### src/rtl/core/tce_pkg.sv
`default_nettype none
package tce_pkg;

   localparam int ROWS_DEF = 25;
   localparam int COLS_DEF = 80;
   localparam int POS_W    = 11;

   localparam logic [1:0] OP_PUT   = 2'd0;
   localparam logic [1:0] OP_ERASE = 2'd1;
   localparam logic [1:0] OP_CLEAR = 2'd2;
   localparam logic [1:0] OP_READ  = 2'd3;

   localparam logic [7:0] CH_NULL    = 8'd0;
   localparam logic [7:0] CH_NEWLINE = 8'd10;
   localparam logic [7:0] CH_SPACE   = 8'd32;

   typedef struct packed {
      logic [7:0] ch;
      logic [7:0] colour;
   } cell_type;

endpackage
`default_nettype wire

### src/rtl/core/tce_addr_unit.sv
`default_nettype none
module tce_addr_unit #(
   parameter int COLS = tce_pkg::COLS_DEF,
   parameter int RW   = 5,
   parameter int CW   = 7,
   parameter int AW   = 11
) (
   input  wire logic [RW-1:0] row,
   input  wire logic [CW-1:0] col,
   output logic      [AW-1:0] addr
);

   // linear cell index, row-major
   assign addr = AW'(AW'(row) * AW'(COLS) + AW'(col));

endmodule
`default_nettype wire

### config.mk
export PLATFORM = sky130hd
export DESIGN_NAME = tce_addr_unit
export DESIGN_NICKNAME = d
export VERILOG_FILES = /design/src/rtl/core/tce_pkg.sv /design/src/rtl/core/tce_addr_unit.sv
export SDC_FILE = /design/constraint.sdc
export NUM_CORES = 1
export LEC_CHECK = 0
export BUFFER_PORTS_ARGS = -buffer_cell sky130_fd_sc_hd__buf_2
export CAP_MARGIN = 0
export CORE_AREA = 2 2 39 41
export DETAILED_ROUTE_END_ITERATION = 12
export DIE_AREA = 0 0 41 43
export GPL_ROUTABILITY_DRIVEN = 0
export PLACE_DENSITY = 0.58
export SLEW_MARGIN = 20
export SYNTH_ARGS = -nofsm -noshare
export SYNTH_HDL_FRONTEND = slang
export SYNTH_SLANG_ARGS = --single-unit
### constraint.sdc
create_clock -name vclk -period 5.7
set_clock_uncertainty 0.1 [all_clocks]
set_input_delay 0.57 -clock vclk [all_inputs]
set_output_delay 0.57 -clock vclk [all_outputs]
set_load 0.005 [all_outputs]
### Yosys cells after proc, flatten, opt, wreduce, memory -nomap -nowiden

Cells that the tools add are included.
W data, S select, Z words.

* flip-flop bits (word level): 0
* input port bits: 12
* output and inout port bits: 11
* word-level logic and storage cells: 2

* $add $sub $neg: 1
* multiply operators: 1

Operator list (count)
* $add A11 B7 Y11: 1
* $mul A5 B3 Y7 const B: 1

### Longest topological paths before layout

Gate-level depths: netlist (run 1).

* word-level depth: 2
* gate-level depth with buffers: 7
* depth with buffers taken out: 7

### Least setup slack after synthesis (run 1)

Ideal clock, no wire load.

* kind: input -> output
* from: input port row[1]
* to: output port addr[10]
* arrival: 2087 ps
* slack: 2943 ps
* cell stages on the path: 7
* cells stage by stage: ha_1 ha_1 fa_1 xor2_1 nand4_1 xnor2_1 xnor2_1

* word-level cells in the longest chain between the ends: 2

Ends and longest elaborated chain
* from (decl): line tce_addr_unit.sv:8 `input wire logic [RW-1:0] row,`
* $mul A5 B3 Y7: line tce_addr_unit.sv:14 `assign addr = AW'(AW'(row) * AW'(COLS) + AW'(col));`
* $add A11 B7 Y11: line tce_addr_unit.sv:14
* to (decl): line tce_addr_unit.sv:10 `output logic [AW-1:0] addr`

No other way between the ends.

### Worst setup path in the final report (run 1)

Same ends and word-level chain as after synthesis.

==> results of run 1 <==
## power groups by stage
| stage | sequential (mW) | combinational, mW | clock, mW |
|---|---|---|---|
| floorplan | 0 | 0.0312 | 0 |
| global placement | 0 | 0.0460 | 0 |
| detailed placement | 0 | 0.0467 | 0 |
| CTS | 0 | 0.0473 | 0 |
| global route | 0 | 0.0529 | 0 |
| finish | 0 | 0.0463 | 0 |
## final timing paths
path | startpoint | to | slack, ns | cells past startpoint
hold / removal | col[0] | addr[0] | 1.04 | 0
setup / recovery | row[1] | addr[10] | 2.60 | 9
## final cells by class
type                            count  share of cell area [%]
Multi-Input combinational cell     27                    73.5
Tap cell                           16                    5.57
Timing Repair Buffer               15                    20.9
## kinds of logic after synthesis
| kind of cell | Yosys count |
|---|---|
| adders and majority gates | 11 |
| xor gates and xnor gates | 7 |
| AOI/OAI and AO/OA | 5 |
| and+or+nand+nor | 4 |
| buffers and inverters | 4 |
## layout by cell type, fill, tap and decap left out
cell type and n:
nand4_1 1, xnor2_1 4, a21oi_1 2, nor2_1 1
nand2_1 2, xor2_1 3, fa_1 2, ha_1 9
a21o_1 3, buf_2 15
## per-layer routing
metal	vias up	wire length (um)
met4	0	0
met1	108	228
met3	0	36
met5	-	0
met2	7	262
li1	128	-
==> qor.csv, run 1 <==
stage,metric,value,unit
outcome,outcome,"finished, final reports clean",
critical_path,highest-delay cell along the critical path,fa_1,
synthesis,largest family of logic cells by synthesized area,adder cells,
global_route,GR Layer Usage met2,11.9,%
timing,Slew @ Worst Pin,0.241,ns
die,Initial Utilization,21.2,%
critical_path,worst path cell trace,buf_2 > ha_1 > ha_1 > fa_1 > xor2_1 > nand4_1 > xnor2_1 > xnor2_1 > buf_2,
drt,vias per inst,4.19,
placed_design,DP Area,359,um^2
global_route,first-pass GRT wire length,924,um
global_route,Global Route met1 Usage,9.27,%
final_layout,share of cells above drive strength 1,35.7,%
critical_path,startpoint types,input pin,
drt,DRT iter0 DRCs,4,
final_layout,Fillers,165,
critical_path,"Req. time, crit path",5.03,ns
timing,Slew HR,83.9,%
synthesis,Post-Synth XOR/XNOR Area,20.9,%
final_layout,# diodes,0,
power_and_ir_drop,Comb pwr share,100.0,%
die,Core Area,1380,um^2
drt,Pre-antenna DRT Iters,3,
critical_path,Crit Path Class,in2out,
job,MaxCap Viol Count,0,
timing,Setup-failing EPs final,0,
die,Die Span Y,43,um
timing,RSZ-0062 raised after global routing,no,
power_and_ir_drop,Power Total,46.3,uW
global_route,GRT overflow,0,
drt,final wirelength,526,um
power_and_ir_drop,internal cell power,24.1,uW
placed_design,Cell Count Post-Placement,58,
power_and_ir_drop,Sw Ratio,47.9,%
synthesis,Synth top cells by count,"9 x ha_1, 4 x buf_4, 4 x xnor2_1, 3 x a21o_1, 3 x xor2_1",
timing,fmax,323,MHz
synthesis,Synth Instances,31,
worst_hold_path,Hold Path Class,in2out,
synthesis,post-synthesis mux area share,0,%
clock_network,Setup Buffers After CTS,0,
final_layout,Nets,67,
drt,Residual DRC,0,
final_layout,Register Area,0,um^2
final_layout,Post-Layout Cell Count,58,
power_and_ir_drop,clock power share,0,%
timing,total negative slack,0,ns
global_route,vias in the first global route,238,
power_and_ir_drop,sequential power share,0,%
synthesis,most common cell in the synthesized netlist,ha_1,
critical_path,Worst Path Max Fanout,3,
synthesis,post-synthesis adder-cell area fraction,51.9,%
synthesis,simple-gate share of the synthesized area,5.96,%
final_layout,Synth-to-Final Area Change,22.1,%
global_route,Tot GR Track Use,6.91,%
synthesis,post-synthesis compound-gate area fraction,11.1,%
global_route,initial antenna violation count,0,
timing,min setup slack post-route,2.60,ns
power_and_ir_drop,Lkg Pwr,0.208,nW
drt,DR vias,243,
placed_design,Place WS,2.58,ns
clock_network,# hold bufs at CTS,0,
synthesis,Yosys top cell area share,38.3,%
power_and_ir_drop,worst vdd ir,0.0511,mV
die,die area,1760,um^2
global_route,busiest grt layer,met2,
synthesis,Yosys cell types,10,
critical_path,"Arr. time, crit path",2.43,ns
final_layout,FF+latch count,0,
synthesis,Synth area leaders,"ha_1 38%, fa_1 14%, xnor2_1 12%, buf_4 10%, xor2_1 8.9%",
timing,final period utilization,54.3,%
final_layout,Final Cell Area,359,um^2
global_route,largest net degree at the start of global routing,5,
timing,Final Hold Viols,0,
final_layout,area occupied by multi-input gates,264,um^2
power_and_ir_drop,Power Density,129,nW/um^2
final_layout,# clk buffers,0,
final_layout,"Core Util, Final",25.9,%
critical_path,CP bufs+invs,2,
timing,max-slew violations,0,
synthesis,sequential share of the synthesized area,0,%
die,Top-Level Pins,23,
timing,fin crit period,3.10,ns
drt,DR WL/cell,9.07,um
synthesis,Synth Cell Area,294,um^2
die,Die X-Extent,41,um
synthesis,Mapped Nets,54,
power_and_ir_drop,Sw Pwr,22.2,uW
die,FP Rows,14,
critical_path,Crit. End Element,output port,
clock_network,post-CTS sizing,0,
global_route,met3 Usage GRT,1.05,%
placed_design,count of input and output buffers,15,
critical_path,Crit path largest cell delay,0.38,ns
synthesis,Syn. warnings,0,
critical_path,CP top delay family,adder cells,
timing,hold_ws,1.04,ns
synthesis,per-instance average area after synthesis,9.48,um^2
drt,ANT nets after route,0,
synthesis,"area leader, netlist",ha_1,
No activity file was read; power rests on OpenSTA's default activity.
==> run 2: changes to the inputs <==
==> constraint.sdc (replaced) <==
create_clock -name vclk -period 3.2
set_clock_uncertainty 0.1 [all_clocks]
set_input_delay 0.32 -clock vclk [all_inputs]
set_output_delay 0.32 -clock vclk [all_outputs]
set_load 0.005 [all_outputs]
==> run 2 against run 1 <==
Compared with the run above: hold slack lost 0.50 ns; combinational power is 76% higher; critical path type unchanged; sequential share of layout area did not move; global-route usage decreased by 0.41 points; highest routed layer unchanged; critical path depth did not move; sequential cell count unchanged; die area stayed put; utilization is the same.
==> qor.csv, run 2 (synthesis results as in run 1) <==
stage,metric,value,unit,change
drt,Residual DRC,0,,unchanged
drt,vias per inst,4.14,,-1.2%
timing,Setup-failing EPs final,0,,unchanged
power_and_ir_drop,Power Density,227,nW/um^2,+76%
die,Core Area,1380,um^2,unchanged
power_and_ir_drop,Lkg Pwr,0.208,nW,unchanged
die,Initial Utilization,21.2,%,unchanged
outcome,outcome,"finished, final reports clean",,
timing,fmax,390,MHz,
final_layout,Nets,67,,unchanged
critical_path,CP bufs+invs,2,,unchanged
drt,ANT nets after route,0,,unchanged
power_and_ir_drop,Power Total,81.6,uW,+76%
critical_path,highest-delay cell along the critical path,fa_1,,
critical_path,Crit Path Class,in2out,,
drt,DRT iter0 DRCs,0,,-4
final_layout,"commonest non-fill, non-tap cells in the layout","15 x buf_2, 9 x ha_1, 4 x xnor2_1, 3 x a21o_1, 3 x xor2_1",,
timing,fin crit period,2.56,ns,
timing,Final Hold Viols,0,,unchanged
drt,Pre-antenna DRT Iters,1,,-2
final_layout,Post-Layout Cell Count,58,,unchanged
global_route,largest net degree at the start of global routing,5,,unchanged
timing,RSZ-0062 raised after global routing,no,,
critical_path,Crit. End Element,output port,,
timing,Slew @ Worst Pin,0.209,ns,-0.0321 ns
die,FP Rows,14,,unchanged
timing,Slew HR,86.1,%,+2.1 points
timing,total negative slack,0,ns,unchanged
final_layout,share of cells above drive strength 1,35.7,%,unchanged
drt,DR vias,240,,-1.2%
critical_path,"Req. time, crit path",2.78,ns,-2.25 ns
critical_path,startpoint types,input pin,,
final_layout,# diodes,0,,unchanged
drt,DR WL/cell,8.22,um,-9.3%
timing,max-slew violations,0,,unchanged
power_and_ir_drop,worst vdd ir,0.0656,mV,+28%
critical_path,Worst Path Max Fanout,3,,unchanged
global_route,vias in the first global route,237,,-0.42%
drt,final wirelength,477,um,-9.3%
placed_design,count of input and output buffers,15,,unchanged
die,Top-Level Pins,23,,unchanged
final_layout,area occupied by multi-input gates,264,um^2,unchanged
global_route,Tot GR Track Use,6.51,%,-0.41 points
global_route,initial antenna violation count,0,,unchanged
final_layout,FF+latch count,0,,unchanged
worst_hold_path,Hold Path Class,in2out,,
die,Die Span Y,43,um,unchanged
final_layout,# clk buffers,0,,unchanged
final_layout,Synth-to-Final Area Change,22.1,%,unchanged
critical_path,"Arr. time, crit path",2.14,ns,-0.29 ns
die,Die X-Extent,41,um,unchanged
final_layout,Fillers,161,,-2.4%
global_route,GRT overflow,0,,unchanged
clock_network,Setup Buffers After CTS,0,,unchanged
final_layout,"commonest non-fill, non-tap cell in the layout",buf_2,,
critical_path,CP top delay family,adder cells,,
placed_design,Cell Count Post-Placement,58,,unchanged
timing,final period utilization,80.0,%,
critical_path,Crit path largest cell delay,0.38,ns,about the same
clock_network,post-CTS sizing,0,,unchanged
critical_path,worst path cell trace,buf_2 > ha_1 > ha_1 > fa_1 > xor2_1 > nand4_1 > xnor2_1 > xnor2_1 > buf_2,,
die,die area,1760,um^2,unchanged
job,MaxCap Viol Count,0,,unchanged
global_route,first-pass GRT wire length,869,um,-6.0%
final_layout,Register Area,0,um^2,unchanged
clock_network,# hold bufs at CTS,0,,unchanged
-- run 2: routing by layer --
layer | share of wire (%) | vias to the layer above | GRT usage [%]
li1 | - | 127 | -
met1 | 46 | 106 | 8.92
met2 | 46 | 7 | 10.9
met3 | 7.5 | 0 | 1.05
met4 | 0 | 0 | 0
met5 | 0 | - | 0
-- run 2: area by class of cell --
cell class | count | share of cell area, %
Timing Repair Buffer | 15 | 20.9
Multi-Input combinational cell | 27 | 73.5
Tap cell | 16 | 5.57
-- run 2: power by group --
part           total, mW  internal [mW]  switching [mW]
clock                  0              0               0
combinational     0.0816         0.0429          0.0386
sequential             0              0               0
-- run 2: path summary, 6_finish.rpt --
path / to / start / cells past startpoint / slack [ns]
hold / removal: addr[0] / col[0] / 0 / 0.54
setup / recovery: addr[10] / row[1] / 9 / 0.64
-- run 2: through the flow --
stage | setup slack (ns) | area (um^2) | hold WS [ns] | util [%]
floorplan | 0.943 | 294 | 0.600 | -
global placement | 0.636 | 359 | 0.540 | 25.9
detailed placement | 0.591 | 359 | 0.540 | 25.9
CTS | 0.599 | 359 | 0.540 | 25.9
global route | 0.471 | 359 | 0.540 | 25.9
finish | 0.639 | 359 | 0.540 | 25.9
==> run 3: changes to the inputs <==
==> constraint.sdc (replaced) <==
create_clock -name vclk -period 2.69
set_clock_uncertainty 0.1 [all_clocks]
set_input_delay 0.269 -clock vclk [all_inputs]
set_output_delay 0.269 -clock vclk [all_outputs]
set_load 0.005 [all_outputs]
==> run 3 against run 2 <==
Compared with the run above: combinational power rose by 20%; via count fell by 1.7%; hold slack got worse by 0.10 ns; non-clock buffer count did not move; sequential cell count did not move; total power rose by 20%.
==> qor.csv, run 3 (synthesis results as in run 1) <==
stage,metric,value,unit,change
timing,max-slew violations,0,,unchanged
die,die area,1760,um^2,unchanged
final_layout,# diodes,0,,unchanged
worst_hold_path,worst hold path depth,0,,unchanged
global_route,initial antenna violation count,0,,unchanged
drt,Pre-antenna DRT Iters,1,,unchanged
timing,total negative slack,0,ns,unchanged
critical_path,Crit Path Class,in2out,,
critical_path,worst path cell trace,buf_2 > ha_1 > ha_1 > fa_1 > xor2_1 > nand4_1 > xnor2_1 > xnor2_1 > buf_2,,
final_layout,share of cells above drive strength 1,35.7,%,unchanged
placed_design,dpl hpwl,468,um,
power_and_ir_drop,Lkg Pwr,0.208,nW,unchanged
die,Core Area,1380,um^2,unchanged
timing,min setup slack post-route,0.196,ns,-0.442 ns
final_layout,area occupied by multi-input gates,264,um^2,unchanged
timing,fmax,401,MHz,
clock_network,Setup Buffers After CTS,0,,unchanged
drt,Residual DRC,0,,unchanged
final_layout,Register Area,0,um^2,unchanged
timing,Slew @ Worst Pin,0.228,ns,+0.0192 ns
worst_hold_path,Hold Path Class,in2out,,
drt,DR vias,236,,-1.7%
timing,final period utilization,92.7,%,
critical_path,highest-delay cell along the critical path,fa_1,,
die,Die X-Extent,41,um,unchanged
critical_path,Worst Path Max Fanout,3,,unchanged
final_layout,"commonest non-fill, non-tap cells in the layout","15 x buf_2, 9 x ha_1, 4 x xnor2_1, 3 x a21o_1, 3 x xor2_1",,
global_route,largest net degree at the start of global routing,5,,unchanged
critical_path,startpoint types,input pin,,
timing,RSZ-0062 raised after global routing,no,,
final_layout,"commonest non-fill, non-tap cell in the layout",buf_2,,
critical_path,Crit path largest cell delay,0.38,ns,about the same
outcome,outcome,"finished, final reports clean",,
global_route,vias in the first global route,229,,-3.4%
timing,Slew HR,84.8,%,-1.3 points
timing,Setup-failing EPs final,0,,unchanged
drt,ANT nets after route,0,,unchanged
die,Die Span Y,43,um,unchanged
critical_path,"Req. time, crit path",2.32,ns,-0.46 ns
timing,fin crit period,2.49,ns,
final_layout,Synth-to-Final Area Change,22.1,%,unchanged
final_layout,# clk buffers,0,,unchanged
critical_path,"Arr. time, crit path",2.12,ns,-0.02 ns
global_route,Tot GR Track Use,6.61,%,+0.10 points
die,Initial Utilization,21.2,%,unchanged
global_route,GRT overflow,0,,unchanged
drt,DRT iter0 DRCs,0,,unchanged
die,Top-Level Pins,23,,unchanged
timing,Final Hold Viols,0,,unchanged
final_layout,FF+latch count,0,,unchanged
clock_network,post-CTS sizing,0,,unchanged
final_layout,Fillers,162,,+0.62%
critical_path,Crit. End Element,output port,,
final_layout,Nets,67,,unchanged
placed_design,count of input and output buffers,15,,unchanged
job,MaxCap Viol Count,0,,unchanged
drt,vias per inst,4.07,,-1.7%
power_and_ir_drop,Power Density,272,nW/um^2,+20%
drt,final wirelength,501,um,+5.0%
clock_network,# hold bufs at CTS,0,,unchanged
global_route,first-pass GRT wire length,876,um,+0.81%
placed_design,Place WS,0.193,ns,-0.398 ns
power_and_ir_drop,worst vdd ir,0.0887,mV,+35%
drt,DR WL/cell,8.64,um,+5.0%
die,FP Rows,14,,unchanged
## run 3: cell counts in the layout (fill, tap and decap cells not counted)
Identical to the previous run, type by type.
## run 3: path summary, 6_finish.rpt
path / slack [ns] / startpoint / endpoint
setup / recovery: 0.20 / row[1] / addr[10]
hold / removal: 0.44 / col[0] / addr[0]
## run 3: layout make-up
class	instances	share of cell area [%]
multi-input cells	27	73.5
well taps	16	5.57
repair buffers	15	20.9
## run 3: per-stage QoR
stage                     util, %  total power [mW]  cell area, um^2  hold WS [ns]  instances
after floorplan                 -            0.0661              294         0.498         31
after CTS                    25.9            0.0997              359         0.438         58
after global placement       25.9            0.0983              359         0.438         58
after global routing         25.9             0.113              359         0.438         58
final                        25.9            0.0976              359         0.438         58
after detailed placement     25.9            0.0987              359         0.438         58
## run 3: critical path, delay by kind of cell
kind / cells / cell delay, ns
simple gates: 1 / 0.15
xor+xnor: 3 / 0.56
buf+inv: 2 / 0.26
fa+ha+maj: 3 / 0.90
## run 3: per-layer routing
| layer | GRT usage, % | up-vias | wire length (um) |
|---|---|---|---|
| met3 | 1.05 | 0 | 33 |
| met4 | 0 | 0 | 0 |
| met5 | 0 | - | 0 |
| met2 | 10.0 | 7 | 242 |
| li1 | - | 129 | - |
| met1 | 10.2 | 100 | 224 |
## run 3: where the power goes
part           internal (mW)  switching, mW  total (mW)  leakage [nW]
Combinational         0.0512         0.0464      0.0976         0.208
Sequential                 0              0           0             0
Clock                      0              0           0             0
